`src/design/sde_pkg.sv`:
```
// Shared types and constants of the shuffle draw engine.
package sde_pkg;

  localparam int RAND_W     = 31;
  localparam int BALL_W     = 8;
  localparam int CFG_IDX_W  = 2;
  localparam int CFG_DATA_W = 8;
  localparam int POOL_W     = 8;
  localparam int PICK_W     = 4;
  localparam int LIMIT_W    = 8;
  localparam int DIV_CNT_W  = $clog2(RAND_W);

  localparam logic [CFG_IDX_W-1:0] CFG_POOL_SIZE     = 2'd0;
  localparam logic [CFG_IDX_W-1:0] CFG_PICK_COUNT    = 2'd1;
  localparam logic [CFG_IDX_W-1:0] CFG_SPECIAL_LIMIT = 2'd2;

  localparam int POOL_RESET = 69;
  localparam int PICK_RESET = 6;
  localparam int LIMIT_RESET = 10;

  typedef enum logic [3:0] {
    ST_IDLE,
    ST_DIV,
    ST_RD_SEL,
    ST_WR_IDX,
    ST_WR_SEL,
    ST_LOAD,
    ST_SEARCH,
    ST_EMIT
  } state_e;

endpackage

```
`src/design/sde_ram.sv`:
```
// Generic single-port-write, single-port-read RAM with registered read data.
module sde_ram #(
  parameter int WIDTH = 8,
  parameter int DEPTH = 128
) (
  input  logic                     clk_i,
  input  logic                     we_i,
  input  logic [$clog2(DEPTH)-1:0] waddr_i,
  input  logic [WIDTH-1:0]         wdata_i,
  input  logic                     re_i,
  input  logic [$clog2(DEPTH)-1:0] raddr_i,
  output logic [WIDTH-1:0]         rdata_o
);

  logic [WIDTH-1:0] mem_q [DEPTH];
  logic [WIDTH-1:0] rdata_q;

  always_ff @(posedge clk_i) begin
    if (we_i) begin
      mem_q[waddr_i] <= wdata_i;
    end
    if (re_i) begin
      rdata_q <= mem_q[raddr_i];
    end
  end

  assign rdata_o = rdata_q;

endmodule

```
`src/design/shuffle_draw_engine.sv`:
```
// Shuffle draw engine: one Fisher-Yates swap per random word, sorted picks and a special number
// at the end of each draw.
//
// Each accepted random word goes through the bit-serial remainder unit that reduces the word
// modulo the step index plus one, then through the read of the chosen entry and the two
// write-backs of the swap, all through the single read and single write port of the
// permutation table RAM. No result follows until the swap at index 1; that item then also
// reads the first pick-count entries into a row of sorting lanes (one entry a cycle), scans
// the later entries one a cycle until the first one at or below the special limit or the end
// of the pool, and emits pick-count sorted numbers followed by the special number, one per
// output transfer, writing the sorted numbers back into the table as they leave. A new random
// word is taken only after the last result of the previous one has been transferred. The
// table starts as the identity right after reset and after every pool size write, with no
// clearing pass: a per-entry valid flag marks entries written since then.
module shuffle_draw_engine #(
  parameter int MAX_POOL = 128,
  parameter int MAX_PICK = 8
) (
  input  logic                             clk_i,
  input  logic                             rst_ni,
  input  logic                             cfg_we_i,
  input  logic [sde_pkg::CFG_IDX_W-1:0]    cfg_idx_i,
  input  logic [sde_pkg::CFG_DATA_W-1:0]   cfg_wdata_i,
  input  logic                             in_valid_i,
  output logic                             in_ready_o,
  input  logic [sde_pkg::RAND_W-1:0]       random_word_i,
  output logic                             out_valid_o,
  input  logic                             out_ready_i,
  output logic [sde_pkg::BALL_W-1:0]       ball_number_o,
  output logic                             is_special_o,
  output logic                             last_o
);

  localparam int IW  = $clog2(MAX_POOL);
  localparam int PW  = $clog2(MAX_POOL + 1);
  localparam int VW  = $clog2(MAX_POOL + 1);
  localparam int PKW = $clog2(MAX_PICK + 1);
  localparam int LW  = (MAX_PICK > 1) ? $clog2(MAX_PICK) : 1;
  localparam int PoolRst = (sde_pkg::POOL_RESET < 2) ? 2 :
                           ((sde_pkg::POOL_RESET > MAX_POOL) ? MAX_POOL : sde_pkg::POOL_RESET);

  function automatic logic [PW-1:0] eff_pool(input logic [sde_pkg::POOL_W-1:0] v);
    logic [PW-1:0] r;
    if (int'(v) < 2) begin
      r = PW'(2);
    end else if (int'(v) > MAX_POOL) begin
      r = PW'(MAX_POOL);
    end else begin
      r = PW'(v);
    end
    return r;
  endfunction

  sde_pkg::state_e state_q, state_d;

  logic [sde_pkg::POOL_W-1:0]  pool_q;
  logic [sde_pkg::PICK_W-1:0]  pick_q;
  logic [sde_pkg::LIMIT_W-1:0] limit_q;
  logic [IW-1:0]               step_q, step_d;
  logic [MAX_POOL-1:0]         valid_q, valid_d;
  logic [sde_pkg::DIV_CNT_W-1:0] cnt_q, cnt_d;
  logic [PW-1:0]               scan_q, scan_d;
  logic [PKW-1:0]              n_q, n_d;
  logic [PKW-1:0]              emit_q, emit_d;
  logic                        pend_q, pend_d;
  logic                        rd_valid_q;
  logic [IW-1:0]               rd_addr_q;

  logic [sde_pkg::RAND_W-1:0]  dvd_q, dvd_d;
  logic [IW-1:0]               rem_q, rem_d;
  logic [PW-1:0]               dsr_q, dsr_d;
  logic [IW-1:0]               idx_q, idx_d;
  logic [VW-1:0]               a_q, a_d;
  logic [VW-1:0]               sorted_q [MAX_PICK];
  logic [VW-1:0]               sorted_d [MAX_PICK];
  logic [VW-1:0]               special_q, special_d;

  logic [PW-1:0]               pool_eff;
  logic [PKW-1:0]              picks;
  logic [IW-1:0]               idx_now;
  logic [IW:0]                 div_try;
  logic                        in_xfer;
  logic                        out_xfer;
  logic                        ram_we;
  logic [IW-1:0]               ram_waddr;
  logic [VW-1:0]               ram_wdata;
  logic                        ram_re;
  logic [IW-1:0]               ram_raddr;
  logic [VW-1:0]               ram_rdata;
  logic [VW-1:0]               rd_val;
  logic                        hit;
  logic [MAX_PICK-1:0]         gt;
  logic [VW-1:0]               ins [MAX_PICK];
  logic                        emit_pick;

  sde_ram #(
    .WIDTH(VW),
    .DEPTH(MAX_POOL)
  ) u_table (
    .clk_i  (clk_i),
    .we_i   (ram_we),
    .waddr_i(ram_waddr),
    .wdata_i(ram_wdata),
    .re_i   (ram_re),
    .raddr_i(ram_raddr),
    .rdata_o(ram_rdata)
  );

  // Effective configuration and the clamped step index.
  always_comb begin
    int pc;
    pool_eff = eff_pool(pool_q);
    pc = int'(pick_q);
    if (pc < 1) begin
      pc = 1;
    end
    if (pc > MAX_PICK) begin
      pc = MAX_PICK;
    end
    if (pc > int'(pool_eff)) begin
      pc = int'(pool_eff);
    end
    picks = PKW'(pc);
    if (int'(step_q) >= int'(pool_eff) - 1) begin
      idx_now = IW'(pool_eff - PW'(1));
    end else if (step_q == '0) begin
      idx_now = IW'(1);
    end else begin
      idx_now = step_q;
    end
  end

  // An entry never written since the last identity load reads as its address plus one.
  assign rd_val = rd_valid_q ? ram_rdata : (VW'(rd_addr_q) + VW'(1));
  assign hit    = int'(rd_val) <= int'(limit_q);

  assign in_xfer   = in_valid_i && in_ready_o;
  assign out_xfer  = out_valid_o && out_ready_i;
  assign emit_pick = emit_q < picks;

  // Insertion of the returning entry into the ascending sorting lanes.
  always_comb begin
    for (int j = 0; j < MAX_PICK; j++) begin
      gt[j] = (j >= int'(n_q)) || (sorted_q[j] > rd_val);
    end
    ins[0] = gt[0] ? rd_val : sorted_q[0];
    for (int j = 1; j < MAX_PICK; j++) begin
      if (!gt[j]) begin
        ins[j] = sorted_q[j];
      end else if (!gt[j-1]) begin
        ins[j] = rd_val;
      end else begin
        ins[j] = sorted_q[j-1];
      end
    end
  end

  assign div_try = {rem_q, dvd_q[sde_pkg::RAND_W-1]};

  // Next state.
  always_comb begin
    state_d = state_q;
    case (state_q)
      sde_pkg::ST_IDLE: begin
        if (in_xfer) begin
          state_d = sde_pkg::ST_DIV;
        end
      end
      sde_pkg::ST_DIV: begin
        if (int'(cnt_q) == sde_pkg::RAND_W - 1) begin
          state_d = sde_pkg::ST_RD_SEL;
        end
      end
      sde_pkg::ST_RD_SEL: state_d = sde_pkg::ST_WR_IDX;
      sde_pkg::ST_WR_IDX: state_d = sde_pkg::ST_WR_SEL;
      sde_pkg::ST_WR_SEL: begin
        state_d = (idx_q == IW'(1)) ? sde_pkg::ST_LOAD : sde_pkg::ST_IDLE;
      end
      sde_pkg::ST_LOAD: begin
        if (!pend_q && int'(scan_q) >= int'(picks)) begin
          state_d = sde_pkg::ST_SEARCH;
        end
      end
      sde_pkg::ST_SEARCH: begin
        if ((pend_q && hit) || (!pend_q && scan_q >= pool_eff)) begin
          state_d = sde_pkg::ST_EMIT;
        end
      end
      sde_pkg::ST_EMIT: begin
        if (out_xfer && !emit_pick) begin
          state_d = sde_pkg::ST_IDLE;
        end
      end
      default: state_d = sde_pkg::ST_IDLE;
    endcase
  end

  // Datapath, memory accesses and outputs.
  always_comb begin
    step_d    = step_q;
    valid_d   = valid_q;
    cnt_d     = cnt_q;
    scan_d    = scan_q;
    n_d       = n_q;
    emit_d    = emit_q;
    pend_d    = pend_q;
    dvd_d     = dvd_q;
    rem_d     = rem_q;
    dsr_d     = dsr_q;
    idx_d     = idx_q;
    a_d       = a_q;
    special_d = special_q;
    for (int j = 0; j < MAX_PICK; j++) begin
      sorted_d[j] = sorted_q[j];
    end
    ram_we    = 1'b0;
    ram_waddr = idx_q;
    ram_wdata = rd_val;
    ram_re    = 1'b0;
    ram_raddr = idx_now;

    in_ready_o    = 1'b0;
    out_valid_o   = 1'b0;
    ball_number_o = '0;
    is_special_o  = 1'b0;
    last_o        = 1'b0;

    case (state_q)
      sde_pkg::ST_IDLE: begin
        in_ready_o = 1'b1;
        if (in_xfer) begin
          // The entry at the step index is read while the remainder is worked out.
          ram_re = 1'b1;
          dvd_d  = random_word_i;
          rem_d  = '0;
          dsr_d  = PW'(idx_now) + PW'(1);
          idx_d  = idx_now;
          cnt_d  = '0;
        end
      end
      sde_pkg::ST_DIV: begin
        if (div_try >= (IW+1)'(dsr_q)) begin
          rem_d = IW'(div_try - (IW+1)'(dsr_q));
        end else begin
          rem_d = IW'(div_try);
        end
        dvd_d = {dvd_q[sde_pkg::RAND_W-2:0], 1'b0};
        cnt_d = cnt_q + sde_pkg::DIV_CNT_W'(1);
      end
      sde_pkg::ST_RD_SEL: begin
        a_d       = rd_val;
        ram_re    = 1'b1;
        ram_raddr = rem_q;
      end
      sde_pkg::ST_WR_IDX: begin
        ram_we    = 1'b1;
        ram_waddr = idx_q;
        ram_wdata = rd_val;
      end
      sde_pkg::ST_WR_SEL: begin
        ram_we    = 1'b1;
        ram_waddr = rem_q;
        ram_wdata = a_q;
        if (idx_q == IW'(1)) begin
          step_d    = IW'(pool_eff - PW'(1));
          scan_d    = '0;
          n_d       = '0;
          pend_d    = 1'b0;
          special_d = '0;
        end else begin
          step_d = idx_q - IW'(1);
        end
      end
      sde_pkg::ST_LOAD: begin
        if (pend_q) begin
          for (int j = 0; j < MAX_PICK; j++) begin
            sorted_d[j] = ins[j];
          end
          n_d = n_q + PKW'(1);
        end
        if (int'(scan_q) < int'(picks)) begin
          ram_re    = 1'b1;
          ram_raddr = IW'(scan_q);
          scan_d    = scan_q + PW'(1);
          pend_d    = 1'b1;
        end else begin
          pend_d = 1'b0;
        end
      end
      sde_pkg::ST_SEARCH: begin
        if (pend_q && hit) begin
          special_d = rd_val;
          pend_d    = 1'b0;
          emit_d    = '0;
        end else if (scan_q < pool_eff) begin
          ram_re    = 1'b1;
          ram_raddr = IW'(scan_q);
          scan_d    = scan_q + PW'(1);
          pend_d    = 1'b1;
        end else begin
          pend_d = 1'b0;
          emit_d = '0;
        end
      end
      sde_pkg::ST_EMIT: begin
        out_valid_o = 1'b1;
        if (emit_pick) begin
          ball_number_o = sde_pkg::BALL_W'(sorted_q[emit_q[LW-1:0]]);
          if (out_xfer) begin
            // The sorted picks replace the head of the table as they leave.
            ram_we    = 1'b1;
            ram_waddr = IW'(emit_q);
            ram_wdata = sorted_q[emit_q[LW-1:0]];
            emit_d    = emit_q + PKW'(1);
          end
        end else begin
          ball_number_o = sde_pkg::BALL_W'(special_q);
          is_special_o  = 1'b1;
          last_o        = 1'b1;
        end
      end
      default: begin
      end
    endcase

    if (ram_we) begin
      valid_d[ram_waddr] = 1'b1;
    end

    // A pool size write reloads the identity table and restarts the shuffle.
    if (cfg_we_i && cfg_idx_i == sde_pkg::CFG_POOL_SIZE) begin
      valid_d = '0;
      step_d  = IW'(eff_pool(cfg_wdata_i) - PW'(1));
    end
  end

  always_ff @(posedge clk_i or negedge rst_ni) begin
    if (!rst_ni) begin
      state_q    <= sde_pkg::ST_IDLE;
      pool_q     <= sde_pkg::POOL_W'(sde_pkg::POOL_RESET);
      pick_q     <= sde_pkg::PICK_W'(sde_pkg::PICK_RESET);
      limit_q    <= sde_pkg::LIMIT_W'(sde_pkg::LIMIT_RESET);
      step_q     <= IW'(PoolRst - 1);
      valid_q    <= '0;
      cnt_q      <= '0;
      scan_q     <= '0;
      n_q        <= '0;
      emit_q     <= '0;
      pend_q     <= 1'b0;
      rd_valid_q <= 1'b0;
      rd_addr_q  <= '0;
    end else begin
      state_q <= state_d;
      step_q  <= step_d;
      valid_q <= valid_d;
      cnt_q   <= cnt_d;
      scan_q  <= scan_d;
      n_q     <= n_d;
      emit_q  <= emit_d;
      pend_q  <= pend_d;
      if (ram_re) begin
        rd_valid_q <= valid_q[ram_raddr];
        rd_addr_q  <= ram_raddr;
      end
      if (cfg_we_i) begin
        case (cfg_idx_i)
          sde_pkg::CFG_POOL_SIZE:     pool_q  <= cfg_wdata_i;
          sde_pkg::CFG_PICK_COUNT:    pick_q  <= cfg_wdata_i[sde_pkg::PICK_W-1:0];
          sde_pkg::CFG_SPECIAL_LIMIT: limit_q <= cfg_wdata_i;
          default: begin
          end
        endcase
      end
    end
  end

  always_ff @(posedge clk_i) begin
    dvd_q     <= dvd_d;
    rem_q     <= rem_d;
    dsr_q     <= dsr_d;
    idx_q     <= idx_d;
    a_q       <= a_d;
    special_q <= special_d;
    for (int j = 0; j < MAX_PICK; j++) begin
      sorted_q[j] <= sorted_d[j];
    end
  end

endmodule
```
`config.mk`:
```
export PLATFORM = sky130hd
export DESIGN_NAME = shuffle_draw_engine
export DESIGN_NICKNAME = d
export VERILOG_FILES = /design/src/design/sde_pkg.sv /design/src/design/sde_ram.sv /design/src/design/shuffle_draw_engine.sv
export SDC_FILE = /design/constraint.sdc
export NUM_CORES = 2
export LEC_CHECK = 0
export BUFFER_PORTS_ARGS = -buffer_cell sky130_fd_sc_hd__buf_2
export CORE_ASPECT_RATIO = 1.4
export CORE_MARGIN = 4
export CORE_UTILIZATION = 45
export DETAILED_ROUTE_END_ITERATION = 6
export RECOVER_POWER = 50
export SLEW_MARGIN = 20
export SYNTH_ARGS = -nofsm -noshare
export SYNTH_HDL_FRONTEND = slang
export SYNTH_SLANG_ARGS = --single-unit
```
`constraint.sdc`:
```
create_clock -name clk_i -period 8.2 [get_ports clk_i]
set_input_delay 0 -clock clk_i [delete_from_list [all_inputs] [get_ports clk_i]]
set_output_delay 0 -clock clk_i [all_outputs]
set_load 0.01 [all_outputs]
```
**After elaboration in Yosys (flattened, before gate mapping)**

Memories as Yosys holds them, arrays and structs flattened. A register that Yosys moved wholly into a read port is not among the register bits.
Cells that the tools add are included.

- Register bits after elaboration: 258
- Logic and storage cells: 227
- RAM bits: 1088
- Output and inout bits: 12
- Memories kept: 2
- Input bits: 46

- Magnitude comparators: 34
- Equal/unequal tests: 25
- Muxes and demuxes: 94
- Reduce and logical (&&, ||, !) cells: 41
- Add/subtract/negate cells: 11
- Bitwise operators: 1

Memory list:

| name | depth | bits a word | read ports | clocked after Yosys merged registers in | wr ports | line | source |
|---|---|---|---|---|---|---|---|
| u_table.mem_q | 128 | 8 | 1 | 1 | 1 | sde_ram.sv:15 | `logic [WIDTH-1:0] mem_q [DEPTH];` |
| sorted_q | 8 | 8 | 9 | 0 | 8 | shuffle_draw_engine.sv:74 | `logic [VW-1:0] sorted_q [MAX_PICK];` |

Operators with widths:

| operator | number |
|---|---|
| $mux W128 | 2 |
| $mux W8 | 27 |
| $mux W64 | 2 |
| $or A128 B128 Y128 | 1 |
| $mux W7 | 15 |
| $gt A8 B8 Y1 | 8 |
| $pmux W31 S2 | 1 |
| $mux W4 | 14 |
| $gt A32 B5 Y1 const B | 1 |
| $pmux W4 S8 | 1 |
| $pmux W8 S2 | 2 |
| $mux W31 | 1 |
| $pmux W7 S2 | 2 |
| $ne A2 B2 Y1 const B | 13 |
| $pmux W8 S3 | 1 |
| $pmux W7 S3 | 1 |
| $sub A7 B1 Y7 const B | 3 |
| $add A7 B1 Y8 const B | 2 |
| $eq A4 B3 Y1 const B | 4 |
| $ge A3 B4 Y1 const A | 4 |
| $ge A8 B8 Y1 | 2 |
| $gt A8 B8 Y1 const B | 2 |
| $lt A7 B8 Y1 const B | 2 |
| $lt A8 B2 Y1 const B | 2 |
| other kinds (46) | 93 |

**Depth between registers and ports, before layout**

- Depth after elaboration: 16
- Mapped depth: 27
- Mapped depth without buffers: 22

**Hierarchy**

A second synthesis with hierarchy kept.

- Cells, all modules: 3489
- Area, all modules: 58542.4 um^2

Modules (own cells, without submodules):

| module | times used | area each (um^2) | seq. area each (um^2) | cells an instance |
|---|---|---|---|---|
| sde_ram | 1 | 39745.6 | 30989.7 | 1635 |
| shuffle_draw_engine | 1 | 18796.8 | 8709.6 | 1854 |

**Worst setup path after synthesis**

Ideal clock, no wire load.

- Path type: reg2reg
- From: register pool_q[4] in the netlist's numbering
- To: memory u_table.mem_q[0][4] (data pin)
- Stages on the path, launching flop included: 16
- Path buffers: 1
- Arrival time: 7.230 ns
- Clock period less this slack: 8.149 ns
- Setup time: 0.919 ns
- Data required time: 7.281 ns
- Setup slack: 0.051 ns
- Cells stage by stage: dfrtp_1 > or4_4 > nor2_1 > o21ai_0 > ha_1 > nor2b_1 > o211ai_1 > a21oi_1 > mux2i_1 > a41oi_1 > o31a_1 > o21ai_2 > nand4_1 > clkbuf_1 > nand2_1 > o221ai_1

- Longest elaborated chain between the ends: 8
- Elaborated cells between the ends (all ways): 9
- Those cells by class: order compare (4); mux (5)

Ends and longest elaborated chain:

| what | line | source |
|---|---|---|
| from (decl) | shuffle_draw_engine.sv:56 | `logic [sde_pkg::POOL_W-1:0] pool_q;` |
| from (signal assigned) | shuffle_draw_engine.sv:340 | `pool_q <= sde_pkg::POOL_W'(sde_pkg::POOL_RESET);` |
| from (signal assigned) | shuffle_draw_engine.sv:367 | `sde_pkg::CFG_POOL_SIZE: pool_q <= cfg_wdata_i;` |
| $gt A8 B8 Y1 | shuffle_draw_engine.sv:46 | `end else if (int'(v) > MAX_POOL) begin` |
| $mux W8 | shuffle_draw_engine.sv:46 |  |
| $mux W8 * | shuffle_draw_engine.sv:44 | `if (int'(v) < 2) begin` |
| $gt A4 B8 Y1 | shuffle_draw_engine.sv:120 | `if (pc > int'(pool_eff)) begin` |
| $mux W4 * | shuffle_draw_engine.sv:120 |  |
| $lt A4 B4 Y1 * | shuffle_draw_engine.sv:139 | `assign emit_pick = emit_q < picks;` |
| $mux W8 * | shuffle_draw_engine.sv:307 | `if (emit_pick) begin` |
| $pmux W8 S2 * | shuffle_draw_engine.sv:228 | `case (state_q)` |
| via ram_wdata[4] | shuffle_draw_engine.sv:86 | `logic [VW-1:0] ram_wdata;` |
| to (decl) | sde_ram.sv:15 |  |

The timed path passes the listed nets; every way through them passes the cells marked *.

**Worst setup path after layout**

- From: register pool_q[4] in the netlist's numbering
- To: register u_table.rdata_q[5] (netlist: u_table.rdata_o[5]), read port of u_table.mem_q (data pin)

- Longest elaborated chain between the ends: 9
- Elaborated cells between the ends (all ways): 20
- Those cells by class: add/sub (2); order compare (6); mux (12)

Ends and longest elaborated chain:

| what | line | source |
|---|---|---|
| $gt A8 B8 Y1 | shuffle_draw_engine.sv:46 |  |
| $mux W8 | shuffle_draw_engine.sv:46 |  |
| $mux W8 * | shuffle_draw_engine.sv:44 |  |
| $sub A8 B1 Y9 | shuffle_draw_engine.sv:124 | `if (int'(step_q) >= int'(pool_eff) - 1) begin` |
| $ge A8 B9 Y1 | shuffle_draw_engine.sv:124 |  |
| $mux W7 | shuffle_draw_engine.sv:124 |  |
| $mux W7 | shuffle_draw_engine.sv:295 | `end else if (scan_q < pool_eff) begin` |
| $mux W7 | shuffle_draw_engine.sv:291 | `if (pend_q && hit) begin` |
| $pmux W7 S3 | shuffle_draw_engine.sv:228 |  |
| to (decl) | sde_ram.sv:16 | `logic [WIDTH-1:0] rdata_q;` |

Mark *: on every way between the ends. The rest lies on a longest branch, timed or not.
A chain may end at the register's enable or synchronous reset.

==> flow_metrics.py <==
metrics = {
    "run_status": {
        "status": "finished with violations",
        "violations": "max-capacitance violations, max-slew violations",
    },
    "clock_tree": {
        "clockRootBuffer": "clkbuf_16",
        "cts_made_buffers": 134,
        "htree_levels": 4,
        "clk_path_buf_depth": 3,
        "cts.reportedPaths.clkPinSlew_ns": 0.06,
        "cts.sinks": 1353,
        "clock_latency_ns": 0.78,
        "cts_tree": "built",
    },
    "setup_path": {
        "reg2reg_slack_ns": 0.22,
        "critPathKind": "reg2reg",
        "cp-start-kind": "register",
        "cp-end-kind": "register",
        "arrival_ns": 8.45,
        "worstPathMaxFanout": 40,
        "cp.required_ns": 8.67,
    },
    "flow_run": {
        "maxCapViolCount": 15,
    },
    "layout": {
        "fin_nets": 4738,
        "drive_gt1_share_pct": 10.1,
        "nFillCells": 11296,
        "finalNonFillerCells": 6450,
        "fin_area_mm2": 0.0678,
        "area_growth_pct": 12.4,
    },
    "yosys": {
        "synth_edf_count": 1165,
        "synth_nets": 4588,
        "yosysMostFrequentCell": "edfxtp_1",
        "synth_cells": 4426,
        "synthFlopType": "edfxtp_1",
        "yosysUniqueCellTypes": 77,
        "yosysWarnings": 0,
        "synth.top_cell.area_share_pct": 58.0,
        "async_reset_ff_share_pct": 13.9,
        "ys_ff_latch": 1353,
        "yosys-top-cells-count": "1165 x edfxtp_1, 605 x mux2i_1, 553 x nand2_1",
        "yosysTopAreaCell": "edfxtp_1",
        "synth.area.top_cells": "edfxtp_1 58%, mux2i_1 10%, dfrtp_1 7.4%, nand2_1 3.4%, ha_1 2.4%",
        "seq_area_frac_synth_pct": 65.8,
        "synth_area_mm2": 0.0603,
        "avgSynthCellArea_um2": 13.6,
    },
    "floorplan": {
        "die_w_um": 317,
        "io_pins": 58,
        "start_util_pct": 45.4,
        "core_mm2": 0.133,
        "rows": 158,
        "dieArea_mm2": 0.140,
        "die_y_um": 441,
    },
    "global_route": {
        "antenna_found_initial": 3,
        "grt_pass1_vias": 37341,
        "grt_use_total_pct": 23.3,
        "grt_pass1_wl_um": 246000,
        "overflow": 0,
        "grt_start_max_net_pins": 129,
    },
    "route": {
        "viasPerCell": 5.80,
        "routed.top_layer": "met5",
        "wl_met3_um": 9310,
        "ant_nets": 0,
        "totalWireLength_um": 166000,
        "wl_met2_um": 84100,
        "drt-met1-wl_um": 63300,
        "vias": 37386,
        "dr.pass1.iters": 7,
        "first_iter_violations": 3165,
        "wire_per_inst_um": 25.7,
        "drc": 0,
    },
    "timing": {
        "setup_tns_ns": 0,
        "slew_headroom_pct": -205,
        "worst_pin_slew_ns": 4.57,
        "finalCritPeriodShare_pct": 97.3,
        "maxSlewViolCount": 756,
        "rsz0062_at_grt": "false",
        "hold_viol": 0,
        "finalCriticalPeriod_ns": 7.98,
        "fin_ws_ns": 0.220,
        "setup_viol": 0,
        "max_freq_ghz": 0.125,
        "clock_skew_ns": 0.0357,
    },
    "worst_hold_path": {
        "hp-class": "in2reg",
    },
    "place": {
        "gp_congestion": 0.876,
        "portBuffers": 57,
        "dp_slack_ns": 0.379,
        "dpl.cell_count": 6126,
        "dp_hpwl_um": 107000,
        "dpl_cell_area_mm2": 0.0631,
    },
}
logic make-up after synthesis:
group / count (synthesis) / share of synthesized area [%]
AOI/OAI and AO/OA: 699 / 8.15
xor gates and xnor gates: 30 / 0.436
adders and majority gates: 116 / 2.42
buffers and inverters: 363 / 2.86
DFF: 1353 / 65.8
muxes: 680 / 11.7
and+or+nand+nor: 1185 / 8.60
cell usage in the layout (no fill, tap or decap), drive strengths merged, types with 109 or more instances in the layout:
| master | netlist | final |
|---|---|---|
| a21oi | 126 | 126 |
| buf | 144 | 151 |
| clkbuf | 116 | 234 |
| dfrtp | 179 | 179 |
| edfxtp | 1165 | 1165 |
| ha | 115 | 115 |
| inv | 101 | 109 |
| mux2i | 605 | 605 |
| nand2 | 553 | 553 |
| nand3 | 222 | 222 |
| nor2 | 242 | 242 |
| o21a | 142 | 142 |
| o21ai | 111 | 111 |
metrics by stage:
stage                     utilization (%)  hold slack (ns)
final                                51.1           0.0546
after CTS                            51.3         0.000605
after detailed placement             47.5           0.0463
after global placement               47.5           0.0477
after global routing                 51.0           0.0344
after floorplan                         -           -0.296
final timing paths:
check	start	to	cells past startpoint
worst max-delay path	pool_q[4]$_DFFE_PN0P_	u_table.rdata_o[5]$_DFFE_PP_	23
worst min-delay path	random_word_i[9]	dvd_q[9]$_DFFE_PP_	4
worst max register to register	pool_q[4]$_DFFE_PN0P_	u_table.rdata_o[5]$_DFFE_PP_	23
worst min register to register	valid_q[81]$_DFFE_PN0P_	valid_q[81]$_DFFE_PN0P_	1
max in group asynchronous	rst_ni	valid_q[112]$_DFFE_PN0P_	4
min in group asynchronous	rst_ni	step_q[2]$_DFFE_PN1P_	3
per-layer routing:
metal / GRT usage, % / up-vias
li1: - / 16965
met1: 27.7 / 18781
met2: 41.2 / 1283
met3: 3.59 / 355
met4: 11.7 / 2
met5: 0 / -
critical path: stages (launching register included):
cell	delay [ns]
dfrtp_1	0.48
or4_4	0.61
nor2_1	0.23
o21ai_0	0.20
ha_1	0.37
nor2b_1	0.15
o211ai_1	0.17
a21oi_1	0.33
nor2b_1	0.10
a31oi_1	0.24
ha_1	0.31
nand2_1	0.12
a21oi_1	0.08
o22a_1	0.30
o31a_2	0.50
a21oi_4	0.52
buf_12	0.31
buf_4	0.57
mux2i_1	0.28
mux2i_1	0.11
a32oi_1	0.29
a21oi_1	0.24
nor3_1	0.97
nor3_1	0.11
sequential cells by signal, indices dropped and copies added, names as in the netlist, 5 cells and up:
name	cells
a_q	8
cnt_q	5
dsr_q	8
dvd_q	31
idx_q	7
limit_q	8
pool_q	8
rd_addr_q	7
rem_q	7
scan_q	8
sorted_q	64
special_q	8
step_q	7
u_table.mem_q	1024
u_table.rdata_o	8
valid_q	128
cell type report:
cell class,count,area [um^2],area share [%]
well taps,1760,2200,3.25
clock inverters,64,554,0.817
diodes,5,12.5,0.0184
multi-input cells,2710,19000,28.1
flip-flops and latches,1353,39700,58.5
repair buffers,274,2180,3.21
clock buffers,181,3740,5.51
inverters,103,387,0.570
repair_timing:
action | 4_1_cts | 5_1_grt
setup buffers | 0 | 0
setup endpoints to repair | 0 | 1
hold buffers | 71 | 0
resized for setup | 0 | 1
hold endpoints to repair | 160 | 0
Power is left out: the tool's default activity adds up to more than one toggle a clock period on the data nets, which glitch-free logic cannot reach.
